<file path="config.mk">
export PLATFORM = sky130hd
export DESIGN_NAME = session_sequenced_freshness_cache_top
export DESIGN_NICKNAME = d
export VERILOG_FILES = /design/src/rtl/core/sscf_pkg.sv /design/src/rtl/core/session_sequenced_freshness_cache_top.sv /design/src/rtl/core/sscf_session_mem.sv /design/src/rtl/core/sscf_slots.sv
export SDC_FILE = /design/constraint.sdc
export NUM_CORES = 2
export LEC_CHECK = 0
export BUFFER_PORTS_ARGS = -buffer_cell sky130_fd_sc_hd__buf_4
export CAP_MARGIN = 20
export CORE_MARGIN = 10
export CORE_UTILIZATION = 49
export DETAILED_ROUTE_END_ITERATION = 16
export GPL_TIMING_DRIVEN = 0
export PLACE_DENSITY = 0.71
export SETUP_SLACK_MARGIN = 0.05
export SYNTH_ARGS = -nofsm -noshare
export SYNTH_HDL_FRONTEND = slang
export SYNTH_SLANG_ARGS = --single-unit
</file>
<file path="constraint.sdc">
create_clock -name clk -period 25.5 [get_ports clk]
set_input_delay 7.65 -clock clk [delete_from_list [all_inputs] [get_ports clk]]
set_output_delay 7.65 -clock clk [all_outputs]
set_load 0.05 [all_outputs]
</file>
<file path="src/rtl/core/sscf_pkg.sv">
// ----------------------------------------------------------------------------
// sscf_pkg
// Shared types, codes and constants of the session sequenced freshness cache.
// ----------------------------------------------------------------------------
package sscf_pkg;

	// number of sources tracked, ids run from 1 to SOURCE_COUNT
	localparam int unsigned SOURCE_COUNT = 8;
	localparam int unsigned SRC_IDX_W = (SOURCE_COUNT > 1) ? $clog2(SOURCE_COUNT) : 1;
	localparam logic [7:0] SRC_MAX = 8'(SOURCE_COUNT);

	// reset value of the freshness window
	localparam logic [31:0] WINDOW_RESET = 32'd1000;

	// operation codes
	localparam logic OP_STORE = 1'b0;
	localparam logic OP_QUERY = 1'b1;

	// result status codes
	typedef enum logic [2:0] {
		ST_OK     = 3'd0,
		ST_STALE  = 3'd1,
		ST_DUP    = 3'd2,
		ST_KIND   = 3'd3,
		ST_SOURCE = 3'd4
	} status_t;

	// one accepted input transaction
	typedef struct packed {
		logic        operation;
		logic [1:0]  msg_kind;
		logic [7:0]  src_id;
		logic [31:0] session_num;
		logic [31:0] seq_num;
		logic [7:0]  payload_length;
		logic [31:0] time_ms;
		logic [7:0]  request_mask;
	} item_t;

	// contents of one cache slot
	typedef struct packed {
		logic        occupied;
		logic [7:0]  source;
		logic [31:0] session;
		logic [31:0] seq_no;
		logic [31:0] received;
		logic [7:0]  length;
	} slot_t;

	// decision for the item under execution
	typedef struct packed {
		status_t    status;
		logic [1:0] copied;
		logic [1:0] count;
		logic       first_sel;
		logic       sess_wr;
	} eval_t;

	// table index of a source id (id minus one)
	function automatic logic [SRC_IDX_W-1:0] src_index(logic [7:0] src);
		logic [7:0] d;
		d = src - 8'd1;
		return d[SRC_IDX_W-1:0];
	endfunction

endpackage

</file>
<file path="src/rtl/core/session_sequenced_freshness_cache_top.sv">
// ----------------------------------------------------------------------------
// session_sequenced_freshness_cache_top
// Two-slot freshness cache of decoded messages with per-source session
// tracking; stores are checked and written, queries return fresh slots.
// ----------------------------------------------------------------------------
// Usage:
// - item channel: item_valid with the input fields, taken when item_stall is
//   low. item_stall is high while one transaction is being worked on.
// - result channel: result_valid with the result fields, taken when
//   result_stall is low. A store or an empty query gives one result, a query
//   with two copied slots gives two, the final one marked by last_result.
// - cfg_wr_en writes fresh_window_ms from cfg_wr_data at the clock edge.
// - sequencing: the session memory is read at the accepting edge and the first
//   result is registered when the item commits in execution, as soon as the
//   result register is free; a two-result query loads its second result from
//   the second state. A new item is taken only once the last one is through.
// - reset clears the seen flags, the slots and the result valid flag and
//   loads the window with 1000 ms.
// - while result_stall is high the result is held; one further item may be
//   accepted and waits in execution until the result register frees.
// ----------------------------------------------------------------------------
module session_sequenced_freshness_cache_top
	import sscf_pkg::*;
(
	input  logic        clk,
	input  logic        arst_n,
	// configuration
	input  logic        cfg_wr_en,
	input  logic [31:0] cfg_wr_data,
	// item channel
	input  logic        item_valid,
	output logic        item_stall,
	input  logic        operation,
	input  logic [1:0]  msg_kind,
	input  logic [7:0]  src_id,
	input  logic [31:0] session_num,
	input  logic [31:0] seq_num,
	input  logic [7:0]  payload_length,
	input  logic [31:0] time_ms,
	input  logic [7:0]  request_mask,
	// result channel
	output logic        result_valid,
	input  logic        result_stall,
	output logic [2:0]  status,
	output logic [1:0]  copied_slots,
	output logic        snap_valid,
	output logic        snap_kind,
	output logic [7:0]  snap_source,
	output logic [31:0] snap_session,
	output logic [31:0] snap_sequence,
	output logic [31:0] snap_received,
	output logic [7:0]  snap_length,
	output logic        last_result
);

	typedef enum logic [2:0] {
		S_IDLE   = 3'b001,
		S_EXEC   = 3'b010,
		S_SECOND = 3'b100
	} state_t;

	state_t      state_q;
	state_t      state_nxt;
	item_t       item_q;
	logic [31:0] window_q;
	logic        second_sel_q;
	logic        accept;
	logic        out_free;
	logic        commit;
	logic        load_second;
	logic        rd_seen;
	logic [31:0] rd_session;
	eval_t       eval;
	slot_t       slot0;
	slot_t       slot1;
	slot_t       first_snap;
	slot_t       second_snap;

	// result register and its payload
	logic        res_valid_q;
	logic [2:0]  status_q;
	logic [1:0]  copied_q;
	logic        snap_valid_q;
	logic        snap_kind_q;
	slot_t       snap_q;
	logic        last_q;

	assign accept      = item_valid && (state_q == S_IDLE);
	assign out_free    = !res_valid_q || !result_stall;
	assign commit      = (state_q == S_EXEC) && out_free;
	assign load_second = (state_q == S_SECOND) && out_free;

	// configuration register
	always_ff @(posedge clk or negedge arst_n) begin
		if (!arst_n) begin
			window_q <= WINDOW_RESET;
		end else if (cfg_wr_en) begin
			window_q <= cfg_wr_data;
		end
	end

	// capture of the accepted transaction
	always_ff @(posedge clk) begin
		if (accept) begin
			item_q <= '{operation, msg_kind, src_id, session_num, seq_num,
				payload_length, time_ms, request_mask};
		end
	end

	// session memory: read on accept, written back at commit; one item at a
	// time keeps the read and the write of an entry from overlapping
	sscf_session_mem u_mem (
		.clk        (clk),
		.arst_n     (arst_n),
		.rd_en      (accept),
		.rd_addr    (src_index(src_id)),
		.wr_en      (commit && eval.sess_wr),
		.wr_addr    (src_index(item_q.src_id)),
		.wr_data    (item_q.session_num),
		.rd_seen    (rd_seen),
		.rd_session (rd_session)
	);

	sscf_slots u_slots (
		.clk        (clk),
		.arst_n     (arst_n),
		.item       (item_q),
		.rd_seen    (rd_seen),
		.rd_session (rd_session),
		.window     (window_q),
		.commit     (commit),
		.eval       (eval),
		.slot0      (slot0),
		.slot1      (slot1)
	);

	// sequencer
	always_comb begin
		state_nxt = state_q;
		unique case (state_q)
			S_IDLE: begin
				if (accept) state_nxt = S_EXEC;
			end
			S_EXEC: begin
				if (commit) state_nxt = (eval.count == 2'd2) ? S_SECOND : S_IDLE;
			end
			S_SECOND: begin
				if (load_second) state_nxt = S_IDLE;
			end
			default: state_nxt = S_IDLE;
		endcase
	end

	always_ff @(posedge clk or negedge arst_n) begin
		if (!arst_n) begin
			state_q <= S_IDLE;
		end else begin
			state_q <= state_nxt;
		end
	end

	// snapshot selection
	assign first_snap  = eval.first_sel ? slot1 : slot0;
	assign second_snap = second_sel_q ? slot1 : slot0;

	always_ff @(posedge clk) begin
		if (commit) begin
			second_sel_q <= !eval.first_sel;
		end
	end

	// result valid
	always_ff @(posedge clk or negedge arst_n) begin
		if (!arst_n) begin
			res_valid_q <= 1'b0;
		end else if (commit || load_second) begin
			res_valid_q <= 1'b1;
		end else if (!result_stall) begin
			res_valid_q <= 1'b0;
		end
	end

	// result payload
	always_ff @(posedge clk) begin
		if (commit) begin
			status_q     <= eval.status;
			copied_q     <= eval.copied;
			snap_valid_q <= (eval.count != 2'd0);
			snap_kind_q  <= (eval.count != 2'd0) && eval.first_sel;
			snap_q       <= (eval.count != 2'd0) ? first_snap : '0;
			last_q       <= (eval.count != 2'd2);
		end else if (load_second) begin
			snap_kind_q <= second_sel_q;
			snap_q      <= second_snap;
			last_q      <= 1'b1;
		end
	end

	assign item_stall    = (state_q != S_IDLE);
	assign result_valid  = res_valid_q;
	assign status        = status_q;
	assign copied_slots  = copied_q;
	assign snap_valid    = snap_valid_q;
	assign snap_kind     = snap_kind_q;
	assign snap_source   = snap_q.source;
	assign snap_session  = snap_q.session;
	assign snap_sequence = snap_q.seq_no;
	assign snap_received = snap_q.received;
	assign snap_length   = snap_q.length;
	assign last_result   = last_q;

endmodule

</file>
<file path="src/rtl/core/sscf_session_mem.sv">
// ----------------------------------------------------------------------------
// sscf_session_mem
// Latest-session memory per source with registered read and
// per-entry seen flags cleared by reset.
// ----------------------------------------------------------------------------
module sscf_session_mem
	import sscf_pkg::*;
(
	input  logic                 clk,
	input  logic                 arst_n,
	input  logic                 rd_en,
	input  logic [SRC_IDX_W-1:0] rd_addr,
	input  logic                 wr_en,
	input  logic [SRC_IDX_W-1:0] wr_addr,
	input  logic [31:0]          wr_data,
	output logic                 rd_seen,
	output logic [31:0]          rd_session
);

	logic [31:0]             mem [SOURCE_COUNT];
	logic [SOURCE_COUNT-1:0] seen_q;
	logic                    rd_seen_q;
	logic [31:0]             rd_session_q;

	// session storage, no reset, guarded by seen flags
	always_ff @(posedge clk) begin
		if (wr_en) begin
			mem[wr_addr] <= wr_data;
		end
		if (rd_en) begin
			rd_session_q <= mem[rd_addr];
		end
	end

	// seen flags and registered flag read
	always_ff @(posedge clk or negedge arst_n) begin
		if (!arst_n) begin
			seen_q    <= '0;
			rd_seen_q <= 1'b0;
		end else begin
			if (wr_en) begin
				seen_q[wr_addr] <= 1'b1;
			end
			if (rd_en) begin
				rd_seen_q <= seen_q[rd_addr];
			end
		end
	end

	assign rd_seen    = rd_seen_q;
	assign rd_session = rd_session_q;

endmodule

</file>
<file path="src/rtl/core/sscf_slots.sv">
// ----------------------------------------------------------------------------
// sscf_slots
// Ride and environment slots, store checks against the looked-up session,
// freshness test and result ordering for queries.
// ----------------------------------------------------------------------------
module sscf_slots
	import sscf_pkg::*;
(
	input  logic        clk,
	input  logic        arst_n,
	input  item_t       item,
	input  logic        rd_seen,
	input  logic [31:0] rd_session,
	input  logic [31:0] window,
	input  logic        commit,
	output eval_t       eval,
	output slot_t       slot0,
	output slot_t       slot1
);

	slot_t       slot_q [2];
	logic        kind_bad;
	logic        src_bad;
	logic        sel;
	logic        ses_old;
	logic        ses_new;
	logic [1:0]  clr;
	logic        hold;
	logic        lower;
	logic        equal;
	logic        slot_wr;
	logic        mask_ok;
	logic [31:0] age [2];
	logic [1:0]  fresh;
	logic [1:0]  copied;
	logic        swap;

	// store checks
	always_comb begin
		kind_bad = item.msg_kind[1];
		src_bad  = (item.src_id == 8'd0) || (item.src_id > SRC_MAX);
		sel      = item.msg_kind[0];
		ses_old  = rd_seen && (item.session_num < rd_session);
		ses_new  = !rd_seen || (item.session_num > rd_session);
		for (int k = 0; k < 2; k++) begin
			clr[k] = ses_new && slot_q[k].occupied && (slot_q[k].source == item.src_id)
				&& (slot_q[k].session < item.session_num);
		end
		hold  = slot_q[sel].occupied && !clr[sel] && (slot_q[sel].source == item.src_id);
		equal = (item.session_num == slot_q[sel].session)
			&& (item.seq_num == slot_q[sel].seq_no);
		lower = (item.session_num < slot_q[sel].session)
			|| ((item.session_num == slot_q[sel].session)
				&& (item.seq_num < slot_q[sel].seq_no));
	end

	// query freshness under wrapping age
	always_comb begin
		mask_ok = (item.request_mask[1:0] != 2'b00) && (item.request_mask[7:2] == 6'd0);
		for (int k = 0; k < 2; k++) begin
			age[k]    = item.time_ms - slot_q[k].received;
			fresh[k]  = slot_q[k].occupied && (age[k] <= window);
			copied[k] = mask_ok && item.request_mask[k] && fresh[k];
		end
		swap = (copied == 2'b11) && (slot_q[0].source == slot_q[1].source)
			&& (slot_q[0].session == slot_q[1].session)
			&& (slot_q[0].seq_no > slot_q[1].seq_no);
	end

	// decision
	always_comb begin
		eval    = '0;
		slot_wr = 1'b0;
		if (item.operation == OP_STORE) begin
			priority if (kind_bad) begin
				eval.status = ST_KIND;
			end else if (src_bad) begin
				eval.status = ST_SOURCE;
			end else if (ses_old) begin
				eval.status = ST_STALE;
			end else begin
				eval.sess_wr = ses_new;
				if (hold && lower) begin
					eval.status = ST_STALE;
				end else if (hold && equal) begin
					eval.status = ST_DUP;
				end else begin
					eval.status = ST_OK;
					slot_wr     = 1'b1;
				end
			end
		end else begin
			eval.status    = ST_OK;
			eval.copied    = copied;
			eval.count     = {1'b0, copied[0]} + {1'b0, copied[1]};
			eval.first_sel = swap || !copied[0];
		end
	end

	// slot registers: a write loads its slot, a newer session drops older ones
	always_ff @(posedge clk or negedge arst_n) begin
		if (!arst_n) begin
			slot_q[0] <= '0;
			slot_q[1] <= '0;
		end else if (commit && (item.operation == OP_STORE)) begin
			for (int k = 0; k < 2; k++) begin
				if (slot_wr && (int'(sel) == k)) begin
					slot_q[k] <= '{1'b1, item.src_id, item.session_num, item.seq_num,
						item.time_ms, item.payload_length};
				end else if (eval.sess_wr && clr[k]) begin
					slot_q[k].occupied <= 1'b0;
				end
			end
		end
	end

	assign slot0 = slot_q[0];
	assign slot1 = slot_q[1];

endmodule

</file>
### Word-level counts from Yosys, hierarchy flattened

Memories as Yosys holds them, arrays and structs flattened. A register that Yosys moved wholly into a read port is not among the register bits.
Index checks and enable logic that the tools add are counted.

* register bits: 515
* RAM bits: 256
* bits of input ports: 160
* output and inout port bits: 122
* word-level logic and storage cells: 186
* memories: 1

Memories
* u_mem.mem: depth 8, width 32, rd ports 1, clocked after memory_dff 1, write ports 1, line sscf_session_mem.sv:20 `logic [31:0] mem [SOURCE_COUNT];`

* $add $sub $neg: 5
* order comparisons: 15
* equality and inequality tests: 18
* mux-type cells: 47
* bitwise logic cells: 4
* reductions and logical operators: 59

Operators with widths (count)
* 112-bit 2-to-1 mux: 5
* 113-bit 2-to-1 mux: 3
* 32-bit < comparator: 5
* 32-bit == test: 3
* 32-bit > comparator: 2
* 32-bit less-or-equal comparator: 2
* 32-bit subtractor: 2
* 1-bit logical AND: 34
* 8-bit == test: 4
* 1-bit 2-to-1 mux: 26
* 3-bit 2-to-1 mux: 7
* 2-bit nonzero test: 5
* 3-bit case mux with 3 select lines: 1
* 8-bit by 4-bit > comparator with 1-bit output, second input constant: 1
* 8-bit logical NOT: 1
* 3-bit by 4-bit < comparator with 1-bit output, second input constant: 2
* 2-bit != test, second input constant: 4
* 8-bit OR: 1
* 2-bit AND reduction: 4
* 1-bit logical NOT: 6
* 6-bit logical NOT: 1
* 1-bit logical OR: 6
* 2-bit 2-to-1 mux: 3
* 3-bit by 1-bit subtractor with 3-bit output, second input constant: 2
* other kinds (16): 18

### Logic depth before layout (Yosys ltp)

* word-level depth: 20
* gate-level depth with buffers: 32
* mapped depth without buffers: 29

### Cells and area by module

Synthesis repeated with hierarchy kept, for this count alone.

* cell total of the unflattened synthesis: 2833
* area, all modules: 40383.7 sq um

By module, submodules not included
* sscf_slots: times used 1, cells each 1899, area each 19252.2 sq um, sequential area each 5655.4 sq um
* sscf_session_mem: times used 1, cells each 440, area each 11088.1 sq um, sequential area each 8873.5 sq um
* session_sequenced_freshness_cache_top: times used 1, cells each 494, area each 10043.4 sq um, sequential area each 8236.6 sq um

### Worst setup path after synthesis

No wires, ideal clock.

* kind: input-to-reg
* start point: input item_valid
* end point: register item_q[0] (netlist bit) (enable)
* library setup time: 0.864 ns
* arrival time: 18.249 ns
* data required time: 24.636 ns
* setup slack: 6.387 ns
* cell stages on the path: 2
* buffers on the path: 0
* cells stage by stage: nand2_1 -> nor3_1

* cells in the longest elaborated chain, start to end: 1

RTL lines
* start, declared: line session_sequenced_freshness_cache_top.sv:31 `input logic item_valid,`
* 1-bit logical AND: line session_sequenced_freshness_cache_top.sv:88 `assign accept = item_valid && (state_q == S_IDLE);`
* via accept: line session_sequenced_freshness_cache_top.sv:67 `logic accept;`
* end signal, assigned: line session_sequenced_freshness_cache_top.sv:105 `item_q <= '{operation, msg_kind, src_id, session_num, seq_num,`
* end, declared: line session_sequenced_freshness_cache_top.sv:64 `item_t item_q;`

The timed path passes the listed nets, and every way through them passes these cells.
A chain may end at the register's enable or synchronous reset.

### Worst setup path after layout

* start point: input src_id[0]
* end point: register u_mem.rd_session_q[26] (netlist: u_mem.rd_session[26]) (read register of u_mem.mem) (data pin)

* cells in the longest elaborated chain, start to end: 1

RTL lines
* start, declared: line session_sequenced_freshness_cache_top.sv:35 `input logic [7:0] src_id,`
* 3-bit by 1-bit subtractor with 3-bit output: line sscf_pkg.sv:62 `d = src - 8'd1;`
* end, declared: line sscf_session_mem.sv:23 `logic [31:0] rd_session_q;`

Every way passes these cells.

==> results.cfg <==
[worst_setup_path]
crit_arrival_ns = 11.98
worstSetupPathType = in -> reg
startpoint_type = primary input
required_ns = 25.91
worst-r2r-setup-slack_ns = 16.73
path_max_fanout = 10
crit_path_end_kind = flop

[job]
cap_violations = 0

[timing]
clock_skew_ns = 0.0332
worstMarginPinSlew_ns = 1.19
rsz0062_at_grt = false
holdWs_ns = 0.465
period_share_pct = 45.4
relSlewSlack_pct = 20.4
period_minus_slack_ns = 11.57
setup_viol = 0
fmax_mhz = 86.5
timing.final.ws_setup_ns = 13.93
slew_viol_final = 0
final-hold-violation-count = 0

[hold_path]
hold_class = reg -> reg

[pwr]
vdd_drop_max_v = 0.0000593
pwr-share-comb_pct = 14.6
leakage_nw = 20.6
pwr-share-seq_pct = 44.9
power_density_nw_per_um2 = 65.6
p_sw_w = 0.000913
p_sw_share_pct = 27.1
clockPowerShare_pct = 40.5
power.total_w = 0.00337
intPower_w = 0.00246

[floorplan]
die_area_um2 = 102000
core_area_um2 = 88900
std_cell_rows = 109
dieWidth_um = 320
io-pin-count = 282
start_util_pct = 49.6
die_y_um = 320

[clock_tree]
h-tree-depth = 3
clock_sinks = 803
postCtsSetupRepairBufs = 0
cts_made_buffers = 88
post_cts_resized = 0
clkLatencyLatePin_ns = 0.68
cts_tree = done
path_clk_slew_ns = 0.07
hold_buffers = 0
cts_root_buf = clkbuf_16
clockBufferDepth = 3

[synthesis]
synth.avg_cell_area_um2 = 11.8
synth_area_leaders = edfxtp_1, dfrtp_1, ha_1, a41oi_1, mux4_2
netlist_instances = 3728
ys.flop_type = edfxtp_1
synthDistinctLibCells = 73
synth.most_common_cell = edfxtp_1
async_flop_share_pct = 33.7
yosysSeqAreaShare_pct = 51.6
synth_top_area_share_pct = 36.2
synth_top_area_cell = edfxtp_1
synth.cell_area_um2 = 44100
synth.net_count = 4210
synth_warnings = 0
synth_common_cells = edfxtp_1, ha_1, dfrtp_1
ys_seq_elements = 803
synth-edff-count = 532

[outcome]
outcome = completed

[route]
ant_nets = 0
wl_um = 144000
drt_iter0_drc = 4181
highest_layer = met4
wl_met1_um = 55800
wl_per_cell_um = 26.8
wl_met2_um = 67400
drc = 0
num_vias = 34400
viasPerCell = 6.41
routed-wl-met3_um = 13400
drt_first_pass_iters = 6

[global_route]
track_usage_pct = 27.4
antenna_found_initial = 1
grt_pass1_vias = 34200
grt_max_degree = 108
gr-total-overflow = 0
grt_pass1_wl_um = 215000

[final_layout]
drive_gt1_share_pct = 15.3
finalInstanceArea_um2 = 51400
nets = 4613
antenna_cells = 0
area_growth_syn_to_layout_pct = 16.4

[place]
gp_congestion = 0.962
dp_slack_ns = 13.21
port_buffers = 280
placed_cell_area_um2 = 48300
dp_hpwl_um = 106000
[cell usage in the layout, fill, tap and decap left out, types with 26 or more instances in the layout]
cell and n:
a21boi_0 49, a21o_1 85, a21oi_1 167, a22o_1 113, a41oi_1 219, buf_2 37, buf_4 290, clkbuf_1 200
clkbuf_16 92, dfrtp_1 264, edfxtp_1 532, ha_1 320, inv_1 216, mux2_2 34, mux2i_1 68, mux4_2 66
nand2_1 104, nand3_1 135, nand3b_1 72, nand4_1 71, nor2_1 71, nor2b_1 26, nor3_1 28, o21a_1 139
o21ai_0 169, o21ai_1 136, or3_1 43, xnor2_1 81, xor2_1 38
[metal layers]
metal | GRT usage (%) | vias up
li1 | - | 15300
met1 | 34.8 | 16900
met2 | 44.5 | 1840
met3 | 5.74 | 361
met4 | 12.7 | 0
met5 | 0 | -
[stage by stage]
step	setup TNS (ns)	utilization [%]	std cells
after CTS	0	57.7	5368
after global routing	0	57.8	5369
final	0	57.8	5369
after global placement	-77.57	53.6	5173
after floorplan	0	-	3728
after detailed placement	0	54.3	5205
[final cells by class]
class / instances / area (um^2)
buffer: 262 / 1130
multi-input combinational: 2447 / 19500
timing repair buffer: 313 / 2640
fill: 7362 / 37600
sequential: 803 / 22800
clock buffer: 112 / 2430
inverter: 216 / 811
clock inverter: 51 / 637
tap: 1165 / 1460
[state kept, by name (all words and copies together) (netlist names)]
| name | cells |
|---|---|
| u_mem.mem | 256 |
| item_q | 123 |
| u_slots.slot0 | 113 |
| u_slots.slot1 | 113 |
| snap_received | 32 |
| snap_sequence | 32 |
| snap_session | 32 |
| u_mem.rd_session | 32 |
| window_q | 32 |
| snap_length | 8 |
| snap_source | 8 |
| u_mem.seen_q | 8 |
| state_q | 3 |
| status | 3 |
| copied_slots | 2 |
| last_result | 1 |
| result_valid | 1 |
| second_sel_q | 1 |
| snap_kind | 1 |
| snap_valid | 1 |
| u_mem.rd_seen | 1 |
[cells by family (layout without fill, tap and decap cells)]
kind of cell	after synthesis	after routing	share of synthesized area [%]
AO/OA/AOI/OAI	1198	1198	18.8
XOR/XNOR	119	119	2.36
adder cells (fa/ha/maj)	322	322	9.17
buffers and inverters	478	954	4.41
flip-flops	803	803	51.6
multiplexers	168	168	5.78
AND/OR/NAND/NOR	640	640	7.87
[critical path: stages]
cell and delay [ns]:
buf_4 0.12, clkbuf_1 0.17, buf_1 0.74, buf_1 0.77, inv_1 0.12, ha_1 0.48, clkbuf_1 0.53, clkbuf_1 0.67
mux4_2 0.43, mux2_2 0.29
[worst paths after layout]
| kind | startpoint | end | cells past startpoint |
|---|---|---|---|
| hold / removal | u_mem.seen_q[0]$_DFFE_PN0P_ | u_mem.seen_q[0]$_DFFE_PN0P_ | 1 |
| setup / recovery | src_id[0] | u_mem.rd_session[26]$_DFFE_PP_ | 10 |
| hold reg to reg | u_mem.seen_q[0]$_DFFE_PN0P_ | u_mem.seen_q[0]$_DFFE_PN0P_ | 1 |
| max in group asynchronous | arst_n | u_slots.slot1[17]$_DFFE_PN0P_ | 2 |
| min in group asynchronous | arst_n | u_slots.slot1[66]$_DFFE_PN0P_ | 1 |
| setup reg to reg | item_q[8]$_DFFE_PP_ | snap_session[3]$_DFFE_PP_ | 27 |
[power groups by stage]
stage	sequential, W	clock, W	combinational (W)
6_report	0.00151	0.00137	0.000491
5_1_grt	0.00152	0.00143	0.000532
4_1_cts	0.00151	0.00138	0.000486
3_5_place_dp	0.00154	0	0.000481
3_3_place_gp	0.00156	0	0.000458
2_1_floorplan	0.00156	0	0.000277
Note: power is estimated with default switching activity, not from simulation.
